===== src/idcdv_pkg.sv =====
// Shared types, constants and small functions for the identity number validator.
// No dependencies.
`default_nettype none

package idcdv_pkg;

	localparam int unsigned POS_W = 5;

	localparam logic [POS_W-1:0] POS_CHECK = 5'd17;
	localparam logic [POS_W-1:0] POS_FULL  = 5'd18;
	localparam logic [POS_W-1:0] POS_OVER  = 5'd19;
	localparam logic [POS_W-1:0] POS_Y3    = 5'd6;
	localparam logic [POS_W-1:0] POS_Y2    = 5'd7;
	localparam logic [POS_W-1:0] POS_Y1    = 5'd8;
	localparam logic [POS_W-1:0] POS_Y0    = 5'd9;
	localparam logic [POS_W-1:0] POS_M1    = 5'd10;
	localparam logic [POS_W-1:0] POS_M0    = 5'd11;
	localparam logic [POS_W-1:0] POS_D1    = 5'd12;
	localparam logic [POS_W-1:0] POS_D0    = 5'd13;

	localparam logic [7:0] CHAR_ZERO = 8'd48;
	localparam logic [7:0] CHAR_NINE = 8'd57;
	localparam logic [7:0] CHAR_X    = 8'd88;
	localparam logic [3:0] X_VALUE   = 4'd10;

	localparam logic [6:0] CENT_MIN  = 7'd15;
	localparam logic [6:0] YEAR_LOW  = 7'd82;
	localparam logic [6:0] MONTH_OCT = 7'd10;
	localparam logic [6:0] MONTH_FEB = 7'd2;
	localparam logic [6:0] MONTH_DEC = 7'd12;

	typedef struct packed {
		logic [3:0] y3;
		logic [3:0] y2;
		logic [3:0] y1;
		logic [3:0] y0;
		logic [3:0] m1;
		logic [3:0] m0;
		logic [3:0] d1;
		logic [3:0] d0;
	} date_digits_t;

	function automatic logic [3:0] weight_of(input logic [POS_W-1:0] pos);
		logic [3:0] w;
		case (pos)
			5'd0:    w = 4'd7;
			5'd1:    w = 4'd9;
			5'd2:    w = 4'd10;
			5'd3:    w = 4'd5;
			5'd4:    w = 4'd8;
			5'd5:    w = 4'd4;
			5'd6:    w = 4'd2;
			5'd7:    w = 4'd1;
			5'd8:    w = 4'd6;
			5'd9:    w = 4'd3;
			5'd10:   w = 4'd7;
			5'd11:   w = 4'd9;
			5'd12:   w = 4'd10;
			5'd13:   w = 4'd5;
			5'd14:   w = 4'd8;
			5'd15:   w = 4'd4;
			5'd16:   w = 4'd2;
			default: w = 4'd1;
		endcase
		return w;
	endfunction

	// Reduce a value below 128 modulo 11 by subtracting 88, 44, 22, 11.
	function automatic logic [3:0] mod11(input logic [6:0] v);
		logic [6:0] r;
		r = v;
		if (r >= 7'd88) r = r - 7'd88;
		if (r >= 7'd44) r = r - 7'd44;
		if (r >= 7'd22) r = r - 7'd22;
		if (r >= 7'd11) r = r - 7'd11;
		return r[3:0];
	endfunction

	function automatic logic [4:0] month_days(input logic [6:0] m);
		logic [4:0] n;
		case (m)
			7'd1, 7'd3, 7'd5, 7'd7, 7'd8, 7'd10, 7'd12: n = 5'd31;
			7'd4, 7'd6, 7'd9, 7'd11:                    n = 5'd30;
			7'd2:                                       n = 5'd28;
			default:                                    n = 5'd0;
		endcase
		return n;
	endfunction

	function automatic logic [6:0] two_digits(input logic [3:0] hi, input logic [3:0] lo);
		return 7'(hi) * 7'd10 + 7'(lo);
	endfunction

endpackage

`default_nettype wire


===== src/idcdv_date_chk.sv =====
// Gregorian date check on captured decimal digits (October 1582 onward).
// Depends on idcdv_pkg.
`default_nettype none

module idcdv_date_chk
	import idcdv_pkg::*;
(
	input  date_digits_t digits,
	output logic         date_ok
);

	logic [6:0] cent;
	logic [6:0] yl;
	logic [6:0] month;
	logic [6:0] day;
	logic       year_ge;
	logic       year_eq;
	logic       leap;
	logic [4:0] lim;

	always_comb begin
		cent    = two_digits(digits.y3, digits.y2);
		yl      = two_digits(digits.y1, digits.y0);
		month   = two_digits(digits.m1, digits.m0);
		day     = two_digits(digits.d1, digits.d0);
		year_ge = (cent > CENT_MIN) || ((cent == CENT_MIN) && (yl >= YEAR_LOW));
		year_eq = (cent == CENT_MIN) && (yl == YEAR_LOW);
		leap    = (yl == 7'd0) ? (cent[1:0] == 2'd0) : (yl[1:0] == 2'd0);
		lim     = month_days(month);
		if ((month == MONTH_FEB) && leap) begin
			lim = 5'd29;
		end
		date_ok = year_ge && (month != 7'd0) && (month <= MONTH_DEC) && (day != 7'd0)
			&& !(year_eq && (month < MONTH_OCT)) && (day <= 7'(lim));
	end

endmodule

`default_nettype wire


===== src/id_number_checksum_date_validator.sv =====
// Identity number validator: ISO 7064 MOD 11-2 check character plus date check.
// Depends on idcdv_pkg and idcdv_date_chk.
//
// channel | dir | tdata (low bit up)      | tlast
// s_      | in  | [7:0] char_in           | is_last
// m_      | out | [0] valid_res, [7:1] 0  | -
//
// One character per cycle unless a last character waits on a stalled result: input
// register, then the state update and result into the output register.
// The s1 stage holds a last character while a result waits in the output register
// and m_tready is low.
// arst_n clears position, sum, digits and both valid flags.
`default_nettype none

module id_number_checksum_date_validator
	import idcdv_pkg::*;
(
	input  logic       clk,
	input  logic       arst_n,
	input  logic       s_tvalid,
	output logic       s_tready,
	input  logic [7:0] s_tdata,   // [7:0] char_in
	input  logic       s_tlast,   // is_last
	output logic       m_tvalid,
	input  logic       m_tready,
	output logic [7:0] m_tdata    // [0] valid_res, [7:1] zero
);

	logic             s1_valid_s1;
	logic [7:0]       char_s1;
	logic             last_s1;
	logic             out_valid_q;
	logic             out_res_q;
	logic [POS_W-1:0] pos_q;
	logic [3:0]       sum_q;
	logic             bad_q;
	date_digits_t     digits_q;

	logic             adv;
	logic             is_digit;
	logic [3:0]       digit;
	logic [POS_W-1:0] pos_n;
	logic [3:0]       sum_n;
	logic             bad_n;
	date_digits_t     digits_n;
	logic             date_ok;
	logic             res;

	idcdv_date_chk u_date (
		.digits  (digits_q),
		.date_ok (date_ok)
	);

	assign adv      = s1_valid_s1 && (!last_s1 || !out_valid_q || m_tready);
	assign s_tready = !s1_valid_s1 || adv;
	assign m_tvalid = out_valid_q;
	assign m_tdata  = {7'd0, out_res_q};

	always_comb begin
		is_digit = (char_s1 >= CHAR_ZERO) && (char_s1 <= CHAR_NINE);
		digit    = is_digit ? 4'(char_s1 - CHAR_ZERO) : 4'd0;
		sum_n    = sum_q;
		bad_n    = bad_q;
		digits_n = digits_q;
		if (pos_q < POS_CHECK) begin
			if (is_digit) begin
				sum_n = mod11(7'(sum_q) + 7'(digit) * 7'(weight_of(pos_q)));
				case (pos_q)
					POS_Y3:  digits_n.y3 = digit;
					POS_Y2:  digits_n.y2 = digit;
					POS_Y1:  digits_n.y1 = digit;
					POS_Y0:  digits_n.y0 = digit;
					POS_M1:  digits_n.m1 = digit;
					POS_M0:  digits_n.m0 = digit;
					POS_D1:  digits_n.d1 = digit;
					POS_D0:  digits_n.d0 = digit;
					default: digits_n = digits_q;
				endcase
			end else begin
				bad_n = 1'b1;
			end
		end else if (pos_q == POS_CHECK) begin
			if (is_digit) begin
				sum_n = mod11(7'(sum_q) + 7'(digit));
			end else if (char_s1 == CHAR_X) begin
				sum_n = mod11(7'(sum_q) + 7'(X_VALUE));
			end else begin
				bad_n = 1'b1;
			end
		end
		pos_n = (pos_q == POS_OVER) ? POS_OVER : pos_q + 5'd1;
		res   = (pos_n == POS_FULL) && !bad_n && (sum_n == 4'd1) && date_ok;
	end

	always_ff @(posedge clk or negedge arst_n) begin
		if (!arst_n) begin
			s1_valid_s1 <= 1'b0;
		end else if (s_tready) begin
			s1_valid_s1 <= s_tvalid;
		end
	end

	always_ff @(posedge clk) begin
		if (s_tvalid && s_tready) begin
			char_s1 <= s_tdata;
			last_s1 <= s_tlast;
		end
	end

	always_ff @(posedge clk or negedge arst_n) begin
		if (!arst_n) begin
			pos_q    <= '0;
			sum_q    <= '0;
			bad_q    <= 1'b0;
			digits_q <= '0;
		end else if (adv) begin
			if (last_s1) begin
				pos_q    <= '0;
				sum_q    <= '0;
				bad_q    <= 1'b0;
				digits_q <= '0;
			end else begin
				pos_q    <= pos_n;
				sum_q    <= sum_n;
				bad_q    <= bad_n;
				digits_q <= digits_n;
			end
		end
	end

	always_ff @(posedge clk or negedge arst_n) begin
		if (!arst_n) begin
			out_valid_q <= 1'b0;
			out_res_q   <= 1'b0;
		end else if (adv && last_s1) begin
			out_valid_q <= 1'b1;
			out_res_q   <= res;
		end else if (m_tready) begin
			out_valid_q <= 1'b0;
		end
	end

endmodule

`default_nettype wire


===== config.mk =====
export PLATFORM = sky130hd
export DESIGN_NAME = id_number_checksum_date_validator
export DESIGN_NICKNAME = d
export VERILOG_FILES = /design/src/idcdv_pkg.sv /design/src/idcdv_date_chk.sv /design/src/id_number_checksum_date_validator.sv
export SDC_FILE = /design/constraint.sdc
export NUM_CORES = 1
export LEC_CHECK = 0
export BUFFER_PORTS_ARGS = -buffer_cell sky130_fd_sc_hd__buf_2
export CAP_MARGIN = 20
export CORE_MARGIN = 2
export CORE_UTILIZATION = 53
export DETAILED_ROUTE_END_ITERATION = 10
export PLACE_DENSITY = 0.79
export SLEW_MARGIN = 5
export SYNTH_ARGS = -nofsm -noshare
export SYNTH_HDL_FRONTEND = slang
export SYNTH_SLANG_ARGS = --single-unit

===== constraint.sdc =====
create_clock -name clk -period 9.3 [get_ports clk]
set_clock_uncertainty 0.1 [all_clocks]
set_input_delay 0.465 -clock clk [delete_from_list [all_inputs] [get_ports clk]]
set_output_delay 0.465 -clock clk [all_outputs]
set_load 0.02 [all_outputs]

# Word level (Yosys, flattened, before mapping)
# Memory sizes are Yosys's and may differ from the RTL's.
# Index checks and enable logic that the tools add are counted.
# word_totals
regBits,54
romBits,208
input_bits,13
out_inout_bits,10
wordCells,202
n_memories,2
# mem_list
memory,words,word_bits,read_ports,rd_clocked_by_memory_dff,write_ports,line_no,source
(no name shown),32,4,1,0,0,idcdv_pkg.sv:45,case (pos)
(no name shown),16,5,1,0,0,idcdv_pkg.sv:81,case (m)
# classes
add_sub_neg,21
n_mul,5
n_lt_le_gt_ge,20
n_eq_ne,16
muxes,72
n_reduce_logical,50
# ops
op,n
$mux W7,36
$mux W32,3
$mux W4,20
$reduce_and A4 Y1,8
$eq A5 B4 Y1 const B,6
$add A7 B4 Y7,4
$mul A4 B3 Y6 const B,4
$reduce_bool A2 Y1,11
$ge A7 B4 Y1 const B,3
$ge A7 B5 Y1 const B,3
$ge A7 B6 Y1 const B,3
$sub A7 B5 Y7 const B,3
$sub A7 B6 Y7 const B,3
$mux W5,4
$logic_and A1 B1 Y1,16
$eq A5 B5 Y1 const B,3
$ge A5 B7 Y1 const B,2
$ge A7 B7 Y1 const B,2
$reduce_bool A7 Y1,2
$sub A5 B7 Y7 const B,2
$sub A4 B4 Y4 const B,3
$eq A5 B3 Y1 const B,2
$mux W1,9
$eq A8 B7 Y1 const B,1
other kinds (23),31

# Longest topological paths before layout
# depth
depth_word,28
ltp_mapped,35
depth_no_buf,35

# Modules after synthesis
# A second synthesis with hierarchy kept.
# hier_totals
cells_unflattened,690
hier_area_um2,5965.7
# by_module_without_submodules
module,instances,cells_each,area_each_um2,seq_area_each_um2
id_number_checksum_date_validator,1,572,4895.9,1396.3
idcdv_date_chk,1,118,1069.8,0.0

# Least setup slack after synthesis
# No wires, ideal clock.
# synth_path
path_type,register to register
from,reg pos_q[0]
to,reg out_res_q
setup_ns,0.065
t_arrival_ns,7.464
required_ns,9.135
path_slack_ns,1.671
stages_incl_launch_ff,30
path_buffers,0
synth_period_minus_slack_ns,7.629
path_cell_list,dfrtp_1 inv_1 ha_1 nand2b_1 o21ai_0 o21ai_0 nand2_1 or2_2 fa_1 fa_1 fa_1 inv_1 ha_1 xnor2_1 or4_1 or3_4 nor2b_4 or4_1 a41oi_1 o31ai_1 or4_4 a21oi_1 nor2_1 xnor2_1 ha_1 a21o_1 o32a_4 mux2_4 o21ai_2 a31o_1
# synth_between
elab_chain_len,24
word_cells_on_any_way,39
cone_classes,add/sub (6); mul (1); order compare (5); eq/ne (4); mux (18); reduce/logical (4); memory (1)
# synth_rtl
item,line_no,source
from (decl),id_number_checksum_date_validator.sv:34,logic [POS_W-1:0] pos_q;
from (signal assigned),id_number_checksum_date_validator.sv:123,pos_q <= pos_n;
$mem_v2 Z32 W4,n/a,
$mux W4,id_number_checksum_date_validator.sv:66,if (is_digit) begin
$mux W4,id_number_checksum_date_validator.sv:65,if (pos_q < POS_CHECK) begin
$mul A4 B4 Y7,id_number_checksum_date_validator.sv:67,sum_n = mod11(7'(sum_q) + 7'(digit) * 7'(weight_of(pos_q)));
$add A4 B7 Y7,id_number_checksum_date_validator.sv:67,
$sub A7 B7 Y7 or $ge A7 B7 Y1 (tied branches),idcdv_pkg.sv:72,if (r >= 7'd88) r = r - 7'd88;
$mux W7,idcdv_pkg.sv:72,
$mux W7,id_number_checksum_date_validator.sv:66,
[... 7 more ...],n/a,
$mux W7,id_number_checksum_date_validator.sv:66,
$mux W7,id_number_checksum_date_validator.sv:65,
$ge A7 B4 Y1 or $sub A4 B4 Y4 (tied branches),idcdv_pkg.sv:75,if (r >= 7'd11) r = r - 7'd11;
$mux W4,idcdv_pkg.sv:75,
$mux W4,id_number_checksum_date_validator.sv:66,
$mux W4,id_number_checksum_date_validator.sv:65,
$eq A4 B1 Y1,id_number_checksum_date_validator.sv:92,res = (pos_n == POS_FULL) && !bad_n && (sum_n == 4'd1) && date_ok;
$logic_and A1 B1 Y1 (*) (2 in a row),id_number_checksum_date_validator.sv:92,
to (signal assigned),id_number_checksum_date_validator.sv:137,out_res_q <= res;
to (decl),id_number_checksum_date_validator.sv:33,logic out_res_q;
# Mark *: on every way between the ends. The rest lies on a longest branch, timed or not. The select of a mux whose other input is x is not followed.
# A chain may end at the register's enable or synchronous reset.

# Worst setup path after layout
# layout_path
from,reg pos_q[0]
to,reg sum_q[1]
# layout_between
elab_chain_len,22
word_cells_on_any_way,29
cone_classes,add/sub (5); mul (1); order compare (5); eq/ne (1); mux (16); memory (1)
# layout_rtl
item,line_no,source
$mem_v2 Z32 W4,n/a,
$mux W4,id_number_checksum_date_validator.sv:66,
$mux W4,id_number_checksum_date_validator.sv:65,
$mul A4 B4 Y7,id_number_checksum_date_validator.sv:67,
$add A4 B7 Y7,id_number_checksum_date_validator.sv:67,
$sub A7 B7 Y7 or $ge A7 B7 Y1 (tied branches),idcdv_pkg.sv:72,
$mux W7,idcdv_pkg.sv:72,
$mux W7,id_number_checksum_date_validator.sv:66,
[... 6 more ...],n/a,
$mux W7,idcdv_pkg.sv:74,if (r >= 7'd22) r = r - 7'd22;
$mux W7,id_number_checksum_date_validator.sv:66,
$mux W7,id_number_checksum_date_validator.sv:65,
$ge A7 B4 Y1 or $sub A4 B4 Y4 (tied branches),idcdv_pkg.sv:75,
$mux W4,idcdv_pkg.sv:75,
$mux W4,id_number_checksum_date_validator.sv:66,
$mux W4 (*),id_number_checksum_date_validator.sv:65,
$mux W4 (*),id_number_checksum_date_validator.sv:117,if (last_s1) begin
to (signal assigned),id_number_checksum_date_validator.sv:124,sum_q <= sum_n;
to (decl),id_number_checksum_date_validator.sv:35,logic [3:0] sum_q;
# Marked as above.

==> impl_results.md <==
* Run status: finished clean
* Final worst-path cycle share at 91.0%
* Crit-path most repeated cell: ha_1
* Cell Area, Placed at 0.00572 mm²
* DRC errors left at 0
* Worst Path Max Fanout at 11
* Antenna diodes at 0
* RSZ-0062 raised after global routing: no
* Most common cell in the netlist: o21ai_0
* Vias in the first global route at 4840
* GR peak layer: met2
* Max Cap Violations at 0
* Root Driver: clkbuf_8
* Switching Power at 182 µW
* GRT overflow at 0
* Port bufs at 15
* EDFF count, synth at 9
* DRT antenna net count at 0
* Synth Instances at 654
* Die W at 107 µm
* Cts hold-fix bufs at 0
* Sequential share of power at 47.9%
* Post-Layout Inst Area at 0.00586 mm²
* CP top delay family: adder cells
* Register bit total from synthesis at 54
* Commonest cells post-synth: 65 x o21ai_0, 64 x ha_1, 53 x nor2_1
* Setup violations, final at 0
* P&R area growth vs syn at 5.05%
* CP required at 9380 ps
* Io pins at 23
* Share of post-route cells with drive strength above 1 at 7.42%
* Ys async rst share at 83.3%
* Dominant synthesized flop cell: dfrtp_1
* Hold Vio Cnt, Final at 0
* Worst-path clk slew at 100 ps
* # rows at 37
* Switching Fraction at 33.2%
* GRT Resource Usage Total at 23.9%
* DR iter-0 viols at 430
* Setup crit start kind: flip-flop
* Mapped Area at 0.00558 mm²
* Max Fclk at 118 MHz
* CP Class: flip-flop to flip-flop
* Library cells used by synthesis at 77
* Die area at 0.0114 mm²
* TritonCTS clock tree: built
* Largest net degree at the start of global routing at 46
* WL per Instance at 16.6 µm
* P_leak at 0.00283 µW
* Internal at 366 µW
* Worst path bufs/invs at 3
* Num CTS Buffers at 5
* Seq/Total Area, Yosys at 25.0%
* Worst setup EP type: flip-flop
* Crit-path max cell delay at 550 ps
* Dominant cells by area after synthesis: dfrtp_1 20%, ha_1 14%, o21ai_0 5.8%, fa_1 5.4%, edfxtp_1 4.8%
* Sink Count at 54
* Post-CTS sizing at 0
* Overall Power at 548 µW
* H-tree levels at 2
* Initial antenna violation count at 0
* WL final at 13200 µm
* Slowest cell on crit path: dfrtp_1
* Clock tree buffer depth at 2
* Via count at 5109
* Final Max Slew Viols at 0
* Slew @ Worst Pin at 799 ps
* Crit path DAT at 8540 ps
* Filler cells at 945
* Met3 Usage GRT at 3.28%
* GR met1 Demand/Resource at 33.4%
* Peak supply drop at 0.110 mV
* Biggest area consumer among synthesized cells: dfrtp_1
* Avg Cell Area, Syn at 8.53 µm²
* Ys Warns at 0
* Insertion delay to the later sink of the worst-skew pair at 310 ps
* Worst rel slew slack at 46.0%
* Power density cells at 93.5 mW/mm²
* Core Area at 0.0103 mm²
* Final min period at 8460 ps
* Final core utilization at 57.0%
* Final HPWL DP at 10100 µm
* Via density at 6.42
* Die span in y at 107 µm
* Initial Utilization at 54.3%
* Hold WC Path Type: input port to flip-flop
* Post-CTS setup buffers at 0
* Gate power share at 25.5%
* Global-route wire length before repair at 22400 µm
* Top cell type's share of synthesized area at 20.2%
* M2 GR Usage at 39.7%
* Routability Congestion at 0.987
* Clock power share at 26.5%
* Drt pass-1 iters at 6
* Setup TNS at 0 ps
* Final Net Count at 751
[registers in the layout, indices dropped and copies added (netlist names)]
| signal | cells |
|---|---|
| digits_q | 32 |
| char_s1 | 8 |
| pos_q | 5 |
| sum_q | 4 |
| bad_q | 1 |
| last_s1 | 1 |
| m_tvalid | 1 |
| out_res_q | 1 |
| s1_valid_s1 | 1 |
[kinds of logic after synthesis]
group / count (synthesis) / share of synthesized area [%]
muxes: 11 / 2.15
AOI/OAI and AO/OA: 204 / 23.5
and+or+nand+nor: 217 / 20.1
xor gates and xnor gates: 25 / 4.42
adders and majority gates: 80 / 19.9
buffers and inverters: 62 / 4.71
other: 1 / 0.0672
DFF: 54 / 25.0
[power by group through the flow]
| stage | clock network, µW | registers (µW) | logic [µW] |
|---|---|---|---|
| 6_report | 145 | 263 | 140 |
| 5_1_grt | 158 | 264 | 154 |
| 4_1_cts | 147 | 262 | 136 |
| 3_5_place_dp | 0 | 267 | 135 |
| 3_3_place_gp | 0 | 266 | 130 |
| 2_1_floorplan | 0 | 260 | 106 |
[worst paths after layout]
check | startpoint | slack [ps] | cells past startpoint | to
min in group asynchronous | arst_n | 420 | 2 | digits_q[19]
worst min-delay path | s_tlast | 230 | 1 | last_s1
worst max-delay path | pos_q[0] | 840 | 32 | sum_q[1]
max in group asynchronous | arst_n | 8220 | 3 | digits_q[5]
worst min register to register | digits_q[19] | 430 | 2 | digits_q[19]
worst max register to register | pos_q[0] | 840 | 32 | sum_q[1]
[metal layers]
metal	wire (µm)	up-vias
li1	-	2433
met1	5960	2440
met2	6260	218
met3	844	18
met4	155	0
met5	0	-
[cell usage in the layout, fill, tap and decap left out, types with 5 or more instances in the layout]
master / count
dfrtp_1: 45
nand3_1: 46
clkbuf_8: 5
buf_2: 15
nor2b_1: 8
a31oi_1: 12
mux2i_1: 6
xor2_1: 7
nand4_1: 5
conb_1: 7
and2_1: 8
nand2_1: 36
and3_1: 5
or4_1: 5
a21o_1: 11
o22ai_1: 11
nand2b_1: 12
or2_2: 8
fa_1: 15
nor3_1: 12
a21oi_1: 39
nor2_1: 53
a211oi_1: 6
o21ai_0: 65
inv_1: 36
xnor2_1: 16
ha_1: 64
edfxtp_1: 9
o31ai_1: 12
[worst register-to-register path, delay by kind of cell (launching register included)]
kind | cells | cell delay, ps
xor+xnor | 1 | 150
fa+ha+maj | 7 | 2730
compound gates | 13 | 2600
mux | 2 | 540
flops | 1 | 550
buf+inv | 3 | 320
simple gates | 6 | 1360
[layout make-up]
cell class | count | area, µm² | share of cell area [%]
Timing Repair Buffer | 18 | 113 | 1.92
Sequential cell | 54 | 1400 | 23.8
Clock buffer | 6 | 93.8 | 1.60
Clock inverter | 2 | 10.0 | 0.171
Tap cell | 136 | 170 | 2.90
Multi-Input combinational cell | 544 | 3940 | 67.3
Inverter | 36 | 135 | 2.31
[stage by stage]
stage | cells | worst slack [ps] | hold WS [ps]
after floorplan | 660 | 1670 | 69.4
after global placement | 786 | 1310 | 391
after detailed placement | 786 | 1020 | 408
after CTS | 794 | 962 | 226
after global routing | 796 | 261 | 214
final | 796 | 836 | 226
(Power assumes the default switching activity.)
